### src/hw/rtl/ppe_pkg.sv
// ----------------------------------------------------------------------------
// ppe_pkg
// Shared types and constants of the particle pool engine.
// ----------------------------------------------------------------------------
package ppe_pkg;

  localparam int unsigned CountW = 7;

  typedef enum logic [1:0] {
    CMD_SPAWN  = 2'd0,
    CMD_UPDATE = 2'd1,
    CMD_CLEAR  = 2'd2,
    CMD_DRAW   = 2'd3
  } cmd_e;

  typedef enum logic [1:0] {
    KIND_STATUS = 2'd0,
    KIND_VERTEX = 2'd1,
    KIND_EMPTY  = 2'd2
  } kind_e;

  typedef enum logic [1:0] {
    REG_SCREEN_WIDTH  = 2'd0,
    REG_SCREEN_HEIGHT = 2'd1,
    REG_GRAVITY       = 2'd2
  } reg_e;

  typedef enum logic [3:0] {
    ST_IDLE,
    ST_SPAWN,
    ST_CLEAR,
    ST_DONE,
    ST_UPD_PREP,
    ST_UPD_SCAN,
    ST_UPD_VY,
    ST_UPD_MUL,
    ST_UPD_WB,
    ST_UPD_FIN,
    ST_DRAW_SCAN,
    ST_DRAW_DIV,
    ST_DRAW_WAIT,
    ST_DRAW_OUT,
    ST_DRAW_EMPTY
  } state_e;

  typedef struct packed {
    logic signed [15:0] pos_x;
    logic signed [15:0] pos_y;
    logic signed [15:0] vel_x;
    logic signed [15:0] vel_y;
    logic [23:0]        color;
    logic [15:0]        life;
    logic [15:0]        max_life;
  } slot_t;

  typedef struct packed {
    logic  lat_in;
    logic  idx_clr;
    logic  idx_inc;
    logic  mem_rd;
    logic  spawn_wr;
    logic  drop_set;
    logic  clr_all;
    logic  gstep_ld;
    logic  upd_vy;
    logic  upd_mul;
    logic  upd_wb;
    logic  total_ld;
    logic  div_start;
    logic  out_ld;
    kind_e out_kind;
  } ctrl_cmd_t;

  typedef struct packed {
    logic cur_active;
    logic idx_last;
    logic div_done;
    logic out_free;
    logic last_vert;
  } ctrl_sts_t;

endpackage

### src/hw/rtl/ppe_ctrl.sv
// ----------------------------------------------------------------------------
// ppe_ctrl
// Command sequencer: walks the pool slots and steps the datapath.
// ----------------------------------------------------------------------------
module ppe_ctrl import ppe_pkg::*; (
  input  logic       clk_i,
  input  logic       rst_ni,
  input  logic       in_valid_i,
  output logic       in_stall_o,
  input  logic [1:0] cmd_i,
  input  ctrl_sts_t  sts_i,
  output ctrl_cmd_t  cmd_o
);

  state_e state_q, state_d;
  cmd_e   cmd_in;

  assign cmd_in = cmd_e'(cmd_i);

  always_comb begin
    state_d = state_q;
    case (state_q)
      ST_IDLE: begin
        if (in_valid_i) begin
          case (cmd_in)
            CMD_SPAWN:  state_d = ST_SPAWN;
            CMD_UPDATE: state_d = ST_UPD_PREP;
            CMD_CLEAR:  state_d = ST_CLEAR;
            default:    state_d = ST_DRAW_SCAN;
          endcase
        end
      end
      ST_SPAWN: begin
        if (!sts_i.cur_active || sts_i.idx_last) state_d = ST_DONE;
      end
      ST_CLEAR:    state_d = ST_DONE;
      ST_DONE: begin
        if (sts_i.out_free) state_d = ST_IDLE;
      end
      ST_UPD_PREP: state_d = ST_UPD_SCAN;
      ST_UPD_SCAN: begin
        if (sts_i.cur_active) state_d = ST_UPD_VY;
        else if (sts_i.idx_last) state_d = ST_UPD_FIN;
      end
      ST_UPD_VY:  state_d = ST_UPD_MUL;
      ST_UPD_MUL: state_d = ST_UPD_WB;
      ST_UPD_WB:  state_d = sts_i.idx_last ? ST_UPD_FIN : ST_UPD_SCAN;
      ST_UPD_FIN: state_d = ST_DONE;
      ST_DRAW_SCAN: begin
        if (sts_i.cur_active) state_d = ST_DRAW_DIV;
        else if (sts_i.idx_last) state_d = ST_DRAW_EMPTY;
      end
      ST_DRAW_DIV:  state_d = ST_DRAW_WAIT;
      ST_DRAW_WAIT: begin
        if (sts_i.div_done) state_d = ST_DRAW_OUT;
      end
      ST_DRAW_OUT: begin
        if (sts_i.out_free) begin
          state_d = (sts_i.last_vert || sts_i.idx_last) ? ST_IDLE : ST_DRAW_SCAN;
        end
      end
      ST_DRAW_EMPTY: begin
        if (sts_i.out_free) state_d = ST_IDLE;
      end
      default: state_d = ST_IDLE;
    endcase
  end

  always_comb begin
    cmd_o          = '0;
    cmd_o.out_kind = KIND_STATUS;
    case (state_q)
      ST_IDLE: begin
        cmd_o.lat_in  = in_valid_i;
        cmd_o.idx_clr = in_valid_i;
      end
      ST_SPAWN: begin
        if (!sts_i.cur_active) cmd_o.spawn_wr = 1'b1;
        else if (sts_i.idx_last) cmd_o.drop_set = 1'b1;
        else cmd_o.idx_inc = 1'b1;
      end
      ST_CLEAR: cmd_o.clr_all = 1'b1;
      ST_DONE:  cmd_o.out_ld = sts_i.out_free;
      ST_UPD_PREP: cmd_o.gstep_ld = 1'b1;
      ST_UPD_SCAN: begin
        if (sts_i.cur_active) cmd_o.mem_rd = 1'b1;
        else if (!sts_i.idx_last) cmd_o.idx_inc = 1'b1;
      end
      ST_UPD_VY:  cmd_o.upd_vy = 1'b1;
      ST_UPD_MUL: cmd_o.upd_mul = 1'b1;
      ST_UPD_WB: begin
        cmd_o.upd_wb  = 1'b1;
        cmd_o.idx_inc = !sts_i.idx_last;
      end
      ST_UPD_FIN: cmd_o.total_ld = 1'b1;
      ST_DRAW_SCAN: begin
        if (sts_i.cur_active) cmd_o.mem_rd = 1'b1;
        else if (!sts_i.idx_last) cmd_o.idx_inc = 1'b1;
      end
      ST_DRAW_DIV: cmd_o.div_start = 1'b1;
      ST_DRAW_OUT: begin
        cmd_o.out_kind = KIND_VERTEX;
        cmd_o.out_ld   = sts_i.out_free;
        cmd_o.idx_inc  = sts_i.out_free && !sts_i.idx_last;
      end
      ST_DRAW_EMPTY: begin
        cmd_o.out_kind = KIND_EMPTY;
        cmd_o.out_ld   = sts_i.out_free;
      end
      default: ;
    endcase
  end

  always_ff @(posedge clk_i or negedge rst_ni) begin
    if (!rst_ni) begin
      state_q <= ST_IDLE;
    end else begin
      state_q <= state_d;
    end
  end

  assign in_stall_o = (state_q != ST_IDLE);

endmodule

### config.mk
export PLATFORM = sky130hd
export DESIGN_NAME = ppe_ctrl
export DESIGN_NICKNAME = d
export VERILOG_FILES = /design/src/hw/rtl/ppe_pkg.sv /design/src/hw/rtl/ppe_ctrl.sv
export SDC_FILE = /design/constraint.sdc
export NUM_CORES = 1
export LEC_CHECK = 0
export ABC_CLOCK_PERIOD_IN_PS = 3100
export BUFFER_PORTS_ARGS = -buffer_cell sky130_fd_sc_hd__buf_2
export CAP_MARGIN = 10
export CORE_AREA = 2 2 39 41
export DETAILED_ROUTE_END_ITERATION = 16
export DIE_AREA = 0 0 41 43
export PLACE_DENSITY_LB_ADDON = 0.12
export SYNTH_ARGS = -nofsm -noshare
export SYNTH_HDL_FRONTEND = slang
export SYNTH_SLANG_ARGS = --single-unit
### constraint.sdc
create_clock -name clk_i -period 3.1 [get_ports clk_i]
set_input_delay 0.155 -clock clk_i [delete_from_list [all_inputs] [get_ports clk_i]]
set_output_delay 0.155 -clock clk_i [all_outputs]
set_load 0.03 [all_outputs]
==> impl_metrics.py, run 1 <==
metrics = {
    "run_status": {
        "status": "completed",
    },
    "logic_synthesis": {
        "synth_cell_types": 32,
        "postSynthAreaPerCell_um2": 6.52,
        "synthCells": 91,
        "synth_nets": 101,
        "synth_area_um2": 593,
        "synthArstFlopShare_pct": 100,
        "yosysWarnings": 0,
        "synthFlopType": "dfrtp_1",
        "ys_seq_area_share_pct": 16.9,
        "synth-edff-count": 0,
        "synth-seq-cells": 4,
    },
    "routing": {
        "routed_via_density": 5.70,
        "drc": 0,
        "first_iter_violations": 15,
        "via_count": 724,
        "routed_wl_um": 1650,
        "wl_per_cell_um": 13.0,
        "dr.pass1.iters": 4,
        "ant_nets": 0,
    },
    "cells_and_area": {
        "top_regs": "state_q: 4 flops",
        "syn2layout_area_growth_pct": 21.9,
        "top_register": "state_q",
        "nets": 123,
        "drive_gt1_share_pct": 27.9,
        "largest_reg_flops": 4,
        "most-common-layout-cells": "buf_2 (26), nor2_1 (13), o21ai_0 (10)",
        "final_common_cell": "buf_2",
        "final_util_pct": 52.3,
        "diodes": 0,
    },
    "timing": {
        "finalClockSkew_ns": 0.00462,
        "final.min_clock_period_ns": 2.07,
        "rsz0062_at_grt": "false",
        "fin_tns_setup_ns": 0,
        "slew_headroom_pct": 61.2,
        "finalSetupViolCount": 0,
        "fmax_mhz": 482,
        "final_max_slew_viol_count": 0,
        "post-route-period-util_pct": 66.9,
        "tightest_slew_ns": 0.582,
        "hold_viol": 0,
    },
    "floorplan": {
        "placeableCoreArea_mm2": 0.00138,
        "fp.dieH_um": 43,
        "die_area_mm2": 0.00176,
        "start_util_pct": 42.9,
        "die_x_um": 41,
        "num_io_pins": 27,
        "rows": 14,
    },
    "clock_tree": {
        "cts-root-buf": "clkbuf_4",
        "clock_latency_ns": 0.24,
        "cts_resized": 0,
        "path_clk_slew_ns": 0.04,
        "clk_path_buf_depth": 2,
        "cts_tree": "built",
        "cts_sinks": 4,
        "cts_made_buffers": 3,
        "htree_num_levels": 1,
    },
    "global_route": {
        "grt_max_degree": 21,
        "grt-ovfl-total": 0,
        "antenna_found_initial": 0,
        "grt.total_usage_pct": 22.5,
        "grt_pass1_wl_um": 2700,
        "grt_pass1_vias": 610,
    },
    "placed_design": {
        "io_buffers": 26,
        "place_hpwl_um": 1170,
        "gp_congestion": 0.820,
    },
    "critical_path": {
        "cp_max_fo": 20,
        "crit_chain": "or4b_1, o32a_1, nand2_1, buf_2",
        "cp_top_family": "flip-flops",
        "crit_buf_inv": 1,
        "critPathKind": "flip-flop to primary output",
        "crit_required_ns": 2.94,
        "cpMaxStageDelayCell": "dfrtp_1",
        "crit_path_end_kind": "primary output",
        "worstSetupStartpointType": "flip-flop",
        "max_stage_delay_ns": 0.69,
        "crit_arrival_ns": 1.92,
    },
    "run": {
        "maxCapViolations": 0,
    },
    "pwr": {
        "vdd_drop_max_v": 0.000433,
        "cellPowerDensity_mw_per_mm2": 1070,
        "cellLeakagePower_nw": 0.345,
    },
    "min_path": {
        "min-delay-path-class": "primary input to asynchronous set/reset pin",
    },
}
[Yosys cell counts (all sizes together) (2+ instances only)]
| master | count | area, um2 |
|---|---|---|
| nor2 | 13 | 48.8 |
| o21ai | 10 | 50.1 |
| nand2 | 8 | 30.0 |
| a21oi | 6 | 30.0 |
| buf | 6 | 37.5 |
| nand2b | 6 | 37.5 |
| nor3 | 5 | 25.0 |
| clkbuf | 4 | 15.0 |
| dfrtp | 4 | 100 |
| o22a | 4 | 35.0 |
| nor4 | 3 | 18.8 |
| a2bb2oi | 2 | 17.5 |
| inv | 2 | 7.51 |
| nand3 | 2 | 10.0 |
| o211ai | 2 | 20.0 |
| xnor2 | 2 | 17.5 |
[through the flow]
stage	total power, mW	setup slack, ns	hold WS, ns	cells	area [um2]
global route	0.857	0.919	0.253	127	723
CTS	0.777	1.02	0.245	127	723
global placement	0.706	1.20	-0.0390	123	691
floorplan	0.609	1.25	-0.141	91	593
detailed placement	0.706	1.19	-0.0369	123	691
finish	0.777	1.03	0.249	127	723
[worst register-to-register path: cells and delay by family (launching register included)]
family,cells,cell delay [ns]
flip-flops,1,0.70
AND/OR/NAND/NOR,2,0.57
AO/OA/AOI/OAI,3,0.57
[what timing repair did]
action                                  CTS  global route
endpoints found under the hold margin     4             0
setup buffers                             0             0
endpoints found under the setup margin    0             0
hold buffers                              1             0
[cell type report]
cell class / instances / area (um2)
sequential: 4 / 100
multi-input combinational: 75 / 433
tap: 16 / 20.0
timing repair buffer: 27 / 140
fill: 151 / 661
clock buffer: 3 / 22.5
inverter: 2 / 7.51
[worst paths after layout]
| path | to | depth (start not counted) | slack, ns | startpoint |
|---|---|---|---|---|
| setup / recovery | cmd_o[13] | 4 | 1.03 | state_q[0] |
| max in group asynchronous | state_q[3] | 2 | 2.73 | rst_ni |
| min in group clk_i | state_q[0] | 4 | 0.36 | cmd_i[0] |
| hold / removal | state_q[0] | 2 | 0.25 | rst_ni |
| hold reg to reg | state_q[0] | 2 | 0.85 | state_q[0] |
| setup reg to reg | state_q[3] | 5 | 1.14 | state_q[2] |
[routing by layer]
layer  routed length [um]  track usage, %
met1                  795            31.9
met2                  759            31.6
met3                   93            7.85
met4                    0            6.00
met5                    0               0
[power breakdown]
part,switching (mW),total (mW),internal (mW)
clock,0.0228,0.0662,0.0434
sequential,0.119,0.197,0.0782
combinational,0.308,0.514,0.205
total,0.450,0.777,0.327
[logic make-up (layout without fill, tap and decap cells)]
family | Yosys count | count (layout) | share of synthesized area [%]
flops | 4 | 4 | 16.9
simple gates | 46 | 46 | 39.9
buf+inv | 12 | 32 | 10.1
compound gates | 27 | 27 | 30.2
xor+xnor | 2 | 2 | 2.95
Power figures use the tool's default switching activity.
==> inputs of run 2 (changes only) <==
--- a/config.mk
+++ b/config.mk
@@ -5,12 +5,13 @@
 export SDC_FILE = /design/constraint.sdc
 export NUM_CORES = 1
 export LEC_CHECK = 0
-export ABC_CLOCK_PERIOD_IN_PS = 3100
+export ABC_AREA = 1
+export ABC_CLOCK_PERIOD_IN_PS = 1660
 export BUFFER_PORTS_ARGS = -buffer_cell sky130_fd_sc_hd__buf_2
 export CAP_MARGIN = 10
-export CORE_AREA = 2 2 39 41
+export CORE_MARGIN = 2
+export CORE_UTILIZATION = 43
 export DETAILED_ROUTE_END_ITERATION = 16
-export DIE_AREA = 0 0 41 43
 export PLACE_DENSITY_LB_ADDON = 0.12
 export SYNTH_ARGS = -nofsm -noshare
 export SYNTH_HDL_FRONTEND = slang
==> constraint.sdc (replaced) <==
create_clock -name clk_i -period 1.66 [get_ports clk_i]
set_input_delay 0.083 -clock clk_i [delete_from_list [all_inputs] [get_ports clk_i]]
set_output_delay 0.083 -clock clk_i [all_outputs]
set_load 0.03 [all_outputs]
==> run 2 against run 1 <==
Net effect: first-iteration DRC count increased by 120%; clock skew increased by 0.0024 ns; total power increased by 89%; critical path type unchanged; highest routed layer unchanged.
==> impl_metrics.py, run 2 <==
metrics = {
    "run_status": {
        "status": "completed",
    },
    "clock_tree": {
        "htree_num_levels": 1,
        "post_cts_buffers": 0,
        "cts_tree": "built",
        "path_clk_slew_ns": 0.04,
        "cts-root-buf": "clkbuf_4",
        "cts_made_buffers": 3,
        "cts_sinks": 4,
        "clock_latency_ns": 0.24,
        "clk_path_buf_depth": 2,
    },
    "logic_synthesis": {
        "synth_cell_types": 17,
        "synthFlopType": "dfrtp_1",
        "synthMostInstantiatedCell": "nand2_1",
        "synth-edff-count": 0,
        "yosysWarnings": 0,
        "synth-seq-cells": 4,
        "synthCells": 136,
        "netlist_top_cells_area": "nand2_1 (27%), dfrtp_1 (14%), nor2_1 (12%)",
        "netlist.area_leader.share_pct": 27.2,
        "synthArstFlopShare_pct": 100,
        "postSynthAreaPerCell_um2": 5.17,
        "synth_nets": 146,
        "synth_area_um2": 703,
        "ys_seq_area_share_pct": 14.2,
        "synth.largest_area_cell": "nand2_1",
        "yosys-top-cells-count": "nand2_1 (51), nor2_1 (23), inv_1 (21), nand3_1 (12), nor2_2 (6)",
    },
    "timing": {
        "final.min_clock_period_ns": 1.54,
        "final_max_slew_viol_count": 0,
        "fmax_mhz": 650,
        "post-route-period-util_pct": 92.7,
        "tightest_slew_ns": 0.267,
        "finalClockSkew_ns": 0.00705,
        "hold_slack_ns": 0.174,
        "slew_headroom_pct": 82.2,
        "hold_viol": 0,
        "finalSetupViolCount": 0,
    },
    "routing": {
        "routed_wl_um": 1850,
        "first_iter_violations": 33,
        "routed_via_density": 4.86,
        "ant_nets": 0,
        "wl_per_cell_um": 10.2,
        "dr.pass1.iters": 4,
        "drc": 0,
        "via_count": 879,
    },
    "floorplan": {
        "die_area_mm2": 0.00197,
        "die_x_um": 44.4,
        "rows": 14,
        "num_io_pins": 27,
        "start_util_pct": 46.1,
        "fp.dieH_um": 44.4,
        "placeableCoreArea_mm2": 0.00152,
    },
    "pwr": {
        "cellPowerDensity_mw_per_mm2": 1640,
        "intPower_mw": 0.573,
        "cellLeakagePower_nw": 0.571,
        "vdd_drop_max_v": 0.000816,
        "swShare_pct": 60.9,
        "clkPwrFrac_pct": 8.5,
        "power_frac_seq_pct": 16.6,
        "switchingPower_mw": 0.892,
        "p_comb_share_pct": 74.9,
    },
    "critical_path": {
        "crit_required_ns": 1.58,
        "crit_path_end_kind": "primary output",
        "worstSetupStartpointType": "flip-flop",
        "crit_arrival_ns": 1.46,
        "cp_max_fo": 6,
        "critPathKind": "flip-flop to primary output",
    },
    "run": {
        "maxCapViolations": 0,
    },
    "cells_and_area": {
        "most-common-layout-cells": "nand2_1 (50), buf_2 (25), inv_1 (21), nor2_1 (21), nand3_1 (12)",
        "top_register": "state_q",
        "stdcell_count": 181,
        "top_regs": "state_q: 4 flops",
        "diodes": 0,
        "nets": 177,
        "largest_reg_flops": 4,
        "final_common_cell": "nand2_1",
        "drive_gt1_share_pct": 33.3,
        "syn2layout_area_growth_pct": 27.0,
    },
    "global_route": {
        "grt.total_usage_pct": 20.8,
        "grt_pass1_wl_um": 3030,
        "grt_max_degree": 8,
        "antenna_found_initial": 0,
        "grt_pass1_vias": 730,
        "grt-ovfl-total": 0,
    },
    "placed_design": {
        "place_hpwl_um": 1620,
        "gp_congestion": 0.939,
        "io_buffers": 26,
        "dp.cells": 177,
    },
    "min_path": {
        "min-delay-path-class": "primary input to asynchronous set/reset pin",
    },
}
[run 2: cells by family (layout without fill, tap and decap cells)]
| kind of cell | Yosys count | in the layout | synth area share, % |
|---|---|---|---|
| simple gates | 105 | 105 | 68.7 |
| compound gates | 3 | 3 | 3.74 |
| flops | 4 | 4 | 14.2 |
| buf+inv | 24 | 53 | 13.3 |
[run 2: layout make-up]
| class | instances | area [um2] |
|---|---|---|
| well taps | 16 | 20.0 |
| fillers | 180 | 631 |
| inverters | 23 | 86.3 |
| multi-input cells | 108 | 517 |
| clock buffers | 3 | 22.5 |
| flip-flops and latches | 4 | 105 |
| repair buffers | 27 | 143 |
[run 2: per-layer routing]
layer  part of all wire, %  routed length (um)  GRT usage (%)  up-vias
li1                      -                   -              -      468
met1                    48                 897           30.1      383
met2                    46                 855           31.8       28
met3                   5.2                  97           6.12        0
met4                     0                   0           1.82        0
met5                     0                   0              0        -
[run 2: path summary, 6_finish.rpt]
| kind | start | to | slack, ns | cells after the start |
|---|---|---|---|---|
| setup reg to reg | state_q[2] | state_q[3] | 0.29 | 8 |
| min in group clk_i | cmd_i[0] | state_q[3] | 0.33 | 7 |
| hold reg to reg | state_q[2] | state_q[2] | 0.56 | 2 |
| setup / recovery | state_q[2] | cmd_o[13] | 0.12 | 6 |
| hold / removal | rst_ni | state_q[2] | 0.17 | 2 |
| max in group asynchronous | rst_ni | state_q[1] | 1.35 | 2 |
[run 2: power groups by stage]
stage                     Clock [mW]  Sequential [mW]  Combinational [mW]
after global routing           0.141            0.252                1.23
after CTS                      0.130            0.232                1.09
after floorplan                    0            0.217               0.869
after detailed placement           0            0.233                1.09
final                          0.124            0.243                1.10
after global placement             0            0.231                1.09
[run 2: timing repair]
| item | CTS | global route |
|---|---|---|
| endpoints found under the setup margin | 0 | 6 |
| endpoints found under the hold margin | 4 | 0 |
| hold buffers | 1 | 0 |
| resized for setup | 0 | 7 |
[run 2: through the flow]
step | utilization, % | power, mW | cell area [um2] | setup TNS [ns] | setup slack, ns
after floorplan | - | 1.09 | 706 | 0 | 0.0129
after global placement | 55.7 | 1.32 | 848 | 0 | 0.307
after detailed placement | 55.7 | 1.32 | 848 | 0 | 0.301
after CTS | 57.8 | 1.45 | 881 | 0 | 0.0431
after global routing | 58.6 | 1.62 | 893 | -0.0109 | -0.0109
final | 58.6 | 1.46 | 893 | 0 | 0.120
[run 2: worst max-delay path, stage by stage, from the launching register on]
cell      delay [ns]
dfrtp_2         0.44
inv_1           0.13
nand2_2         0.11
nor2_2          0.16
o21ai_0         0.09
nand4_1         0.09
clkbuf_4        0.19
